===== src/hw/rtl/piq_pkg.sv =====
// ----------------------------------------------------------------------------
// piq_pkg
// Shared types, opcodes and status codes for the positional insert queue.
// ----------------------------------------------------------------------------
package piq_pkg;

  localparam int DEPTH_DEFAULT = 16;
  localparam int WORD_W        = 64;
  localparam int POS_W         = 8;
  localparam int COUNT_OUT_W   = 5;

  localparam logic [1:0] OP_APPEND = 2'd0;
  localparam logic [1:0] OP_INSERT = 2'd1;
  localparam logic [1:0] OP_POP    = 2'd2;

  localparam logic [1:0] ST_DONE    = 2'd0;
  localparam logic [1:0] ST_IGNORED = 2'd1;
  localparam logic [1:0] ST_FULL    = 2'd2;
  localparam logic [1:0] ST_EMPTY   = 2'd3;

  typedef struct packed {
    logic [WORD_W-1:0] name_word;
    logic [WORD_W-1:0] id_word;
  } rec_t;

  // Shift command broadcast to every cell in the chain.
  typedef struct packed {
    logic ins;  // open a gap at the insert index and load the new record
    logic pop;  // every cell takes its right neighbor's record
  } cmd_t;

endpackage


===== src/hw/rtl/piq_cell.sv =====
// ----------------------------------------------------------------------------
// piq_cell
// One slot of the queue: holds a record and takes it from its neighbor,
// from the incoming item, or keeps it, as the broadcast command says.
// ----------------------------------------------------------------------------
module piq_cell #(
  parameter int IDX = 0,
  parameter int IW  = 4
) (
  input  logic          clk,
  input  piq_pkg::cmd_t cmd,
  input  logic [IW-1:0] idx,
  input  piq_pkg::rec_t new_rec,
  input  piq_pkg::rec_t prev_rec,
  input  piq_pkg::rec_t next_rec,
  output piq_pkg::rec_t rec
);
  import piq_pkg::*;

  localparam logic [IW-1:0] MY_IDX = IW'(IDX);

  rec_t rec_r;

  always_ff @(posedge clk) begin
    if (cmd.ins) begin
      if (idx == MY_IDX) begin
        rec_r <= new_rec;
      end else if (MY_IDX > idx) begin
        rec_r <= prev_rec;
      end
    end else if (cmd.pop) begin
      rec_r <= next_rec;
    end
  end

  assign rec = rec_r;

endmodule


===== config.mk =====
export PLATFORM = sky130hd
export DESIGN_NAME = piq_cell
export DESIGN_NICKNAME = d
export VERILOG_FILES = /design/src/hw/rtl/piq_pkg.sv /design/src/hw/rtl/piq_cell.sv
export SDC_FILE = /design/constraint.sdc
export NUM_CORES = 1
export LEC_CHECK = 0
export ABC_AREA = 0
export BUFFER_PORTS_ARGS = -buffer_cell sky130_fd_sc_hd__buf_2
export CAP_MARGIN = 20
export CORE_AREA = 10 10 195 197
export DETAILED_ROUTE_END_ITERATION = 10
export DIE_AREA = 0 0 205 207
export PLACE_DENSITY = 0.53
export RECOVER_POWER = 25
export SETUP_SLACK_MARGIN = 0.1
export SYNTH_ARGS = -nofsm -noshare
export SYNTH_HDL_FRONTEND = slang
export SYNTH_SLANG_ARGS = --single-unit

===== constraint.sdc =====
create_clock -name clk -period 6.99 [get_ports clk]
set_input_delay 2.097 -clock clk [delete_from_list [all_inputs] [get_ports clk]]
set_output_delay 2.097 -clock clk [all_outputs]
set_load 0.005 [all_outputs]

==> flow_metrics.env <==
export IMPL_ant_nets=0
export IMPL_drc=0
export IMPL_max_slew_margin_rel=0.4266
export IMPL_hold_path_class="in2reg"
export IMPL_die_h_um=207
export IMPL_crit_arrival_ns=4.30
export IMPL_dp_hpwl_um=24330
export IMPL_cts_root_buf="clkbuf_16"
export IMPL_p_per_area_nw_per_um2=227.8
export IMPL_worst_slack_ns=2.932
export IMPL_yosysWarnings=0
export IMPL_cap_violations=0
export IMPL_yosysTopAreaCellShare=0.5933
export IMPL_via_count=7098
export IMPL_synth_seq_cells=128
export IMPL_clock_path_buffers=2
export IMPL_place_congestion=0.8890
export IMPL_cts_sinks=128
export IMPL_boundaryPins=519
export IMPL_p_leak_uw=0.004328
export IMPL_setup_violations=0
export IMPL_numCtsBuffers=17
export IMPL_endpoint_kind="flip-flop"
export IMPL_holdWs_ns=2.023
export IMPL_avgRoutedWirePerCell_um=18.54
export IMPL_syn_nets=1091
export IMPL_num_antenna_cells=0
export IMPL_hold_viol=0
export IMPL_core_area_um2=34120
export IMPL_drv_slew=0
export IMPL_antenna_found_initial=0
export IMPL_place_ws_ns=2.509
export IMPL_rows=68
export IMPL_postCtsHoldBufs=0
export IMPL_syn2layout_area_growth_pct=52.28
export IMPL_cp_max_fo=66
export IMPL_grt_ovfl_total=0
export IMPL_grt_pass1_vias=7137
export IMPL_via_per_inst=4.291
export IMPL_finalCriticalPeriod_ns=4.058
export IMPL_fill_cells=3723
export IMPL_fin_nets=1577
export IMPL_max_freq_mhz=246.5
export IMPL_worstMarginPinSlew_ns=0.8601
export IMPL_cts_resized=0
export IMPL_synth_seq_area_share=0.5933
export IMPL_start_util=0.1899
export IMPL_drt_initial_drc_count=461
export IMPL_yosysTopAreaCell="edfxtp_1"
export IMPL_largest_reg_flops=128
export IMPL_finalCritPeriodShare=0.5805
export IMPL_wirelength_um=30660
export IMPL_ys_top_cells_by_area="edfxtp_1 (59%), nand2_1 (15%), a31oi_1 (12%)"
export IMPL_critPathKind="in2reg"
export IMPL_status="finished, final reports clean"
export IMPL_cts_max_level=4
export IMPL_drive_gt1_frac=0.3895
export IMPL_io_buffers=518
export IMPL_grt_max_degree=95
export IMPL_cts_tree="built"
export IMPL_rsz0062_at_grt="no"
export IMPL_grt_pass1_wl_um=43880
export IMPL_ys_types=11
export IMPL_startpoint_type="input port"
export IMPL_postCtsSetupBuffers=0
export IMPL_final_setup_tns_ns=0
export IMPL_syn_inst=700
export IMPL_layout_common_cells="buf_2 (428), nand2_1 (256), nor2_1 (128), a31oi_1 (128), edfxtp_1 (128)"
export IMPL_clk_pin_slew_worst_paths_ns=0.06
export IMPL_required_ns=7.24
export IMPL_syn_area_um2=6479
export IMPL_die_width_um=205
export IMPL_die_area_um2=42440
export IMPL_firstDrtPassIters=6
export IMPL_layout_commonest_cell="buf_2"
export IMPL_peakVddDrop_v=0.0001521
export IMPL_track_usage=0.1345
export IMPL_avgSynthCellArea_um2=9.255
## synth_stat cells, drive strengths merged
cell type and instances:
clkbuf 29, nand2 256, nor4 1, or4 1
nor2 128, buf 28, mux2 1, edfxtp 128
a31oi 128
## logic make-up (layout without fill, tap and decap cells)
kind of cell / Yosys count / in the layout / share of synthesized area
mux: 1 / 1 / 0.001738
simple gates: 386 / 386 / 0.2261
compound gates: 128 / 128 / 0.1236
buf+inv: 57 / 556 / 0.05523
flops: 128 / 128 / 0.5933
## metrics by stage
| stage | std cells | util | total power, uW | cell area [um^2] |
|---|---|---|---|---|
| 2_1_floorplan | 700 | - | 1093 | 6479 |
| 6_report | 1654 | 0.2892 | 2247 | 9866 |
| 3_3_place_gp | 1622 | 0.2743 | 1319 | 9358 |
| 3_5_place_dp | 1622 | 0.2743 | 1322 | 9358 |
| 4_1_cts | 1654 | 0.2924 | 2300 | 9977 |
| 5_1_grt | 1654 | 0.2892 | 2357 | 9866 |
## final cells by class
cell class | count | area, um^2 | share of cell area
clock inverter | 13 | 186.4 | 0.01890
multi-input combinational | 515 | 2301 | 0.2332
sequential | 128 | 3844 | 0.3896
timing repair buffer | 524 | 2532 | 0.2567
tap | 455 | 569.3 | 0.05770
clock buffer | 19 | 432.9 | 0.04388
## routing by layer
metal,global-route usage,up-vias,share of wire
li1,-,3422,-
met1,0.1539,3314,0.40
met2,0.2306,340,0.49
met3,0.04853,22,0.096
met4,0.03563,0,0.014
met5,0,-,0
## power breakdown
part           total, uW  internal (uW)  switching (uW)
Sequential           953            932            21.3
Clock                958            599             359
Combinational        336            151             185
Total               2250           1680             565
## critical path, stage by stage
cell and delay, ns:
buf_2 0.12, nor4_4 0.32, buf_4 0.57, buf_4 0.68
nand2_1 0.11, a31oi_1 0.24
## worst paths after layout
check	from	to	slack [ns]	depth (start not counted)
max	idx[1]	rec[7]	2.93	6
min	next_rec[37]	rec[37]	2.02	3
No activity file was read; power rests on OpenSTA's default activity.
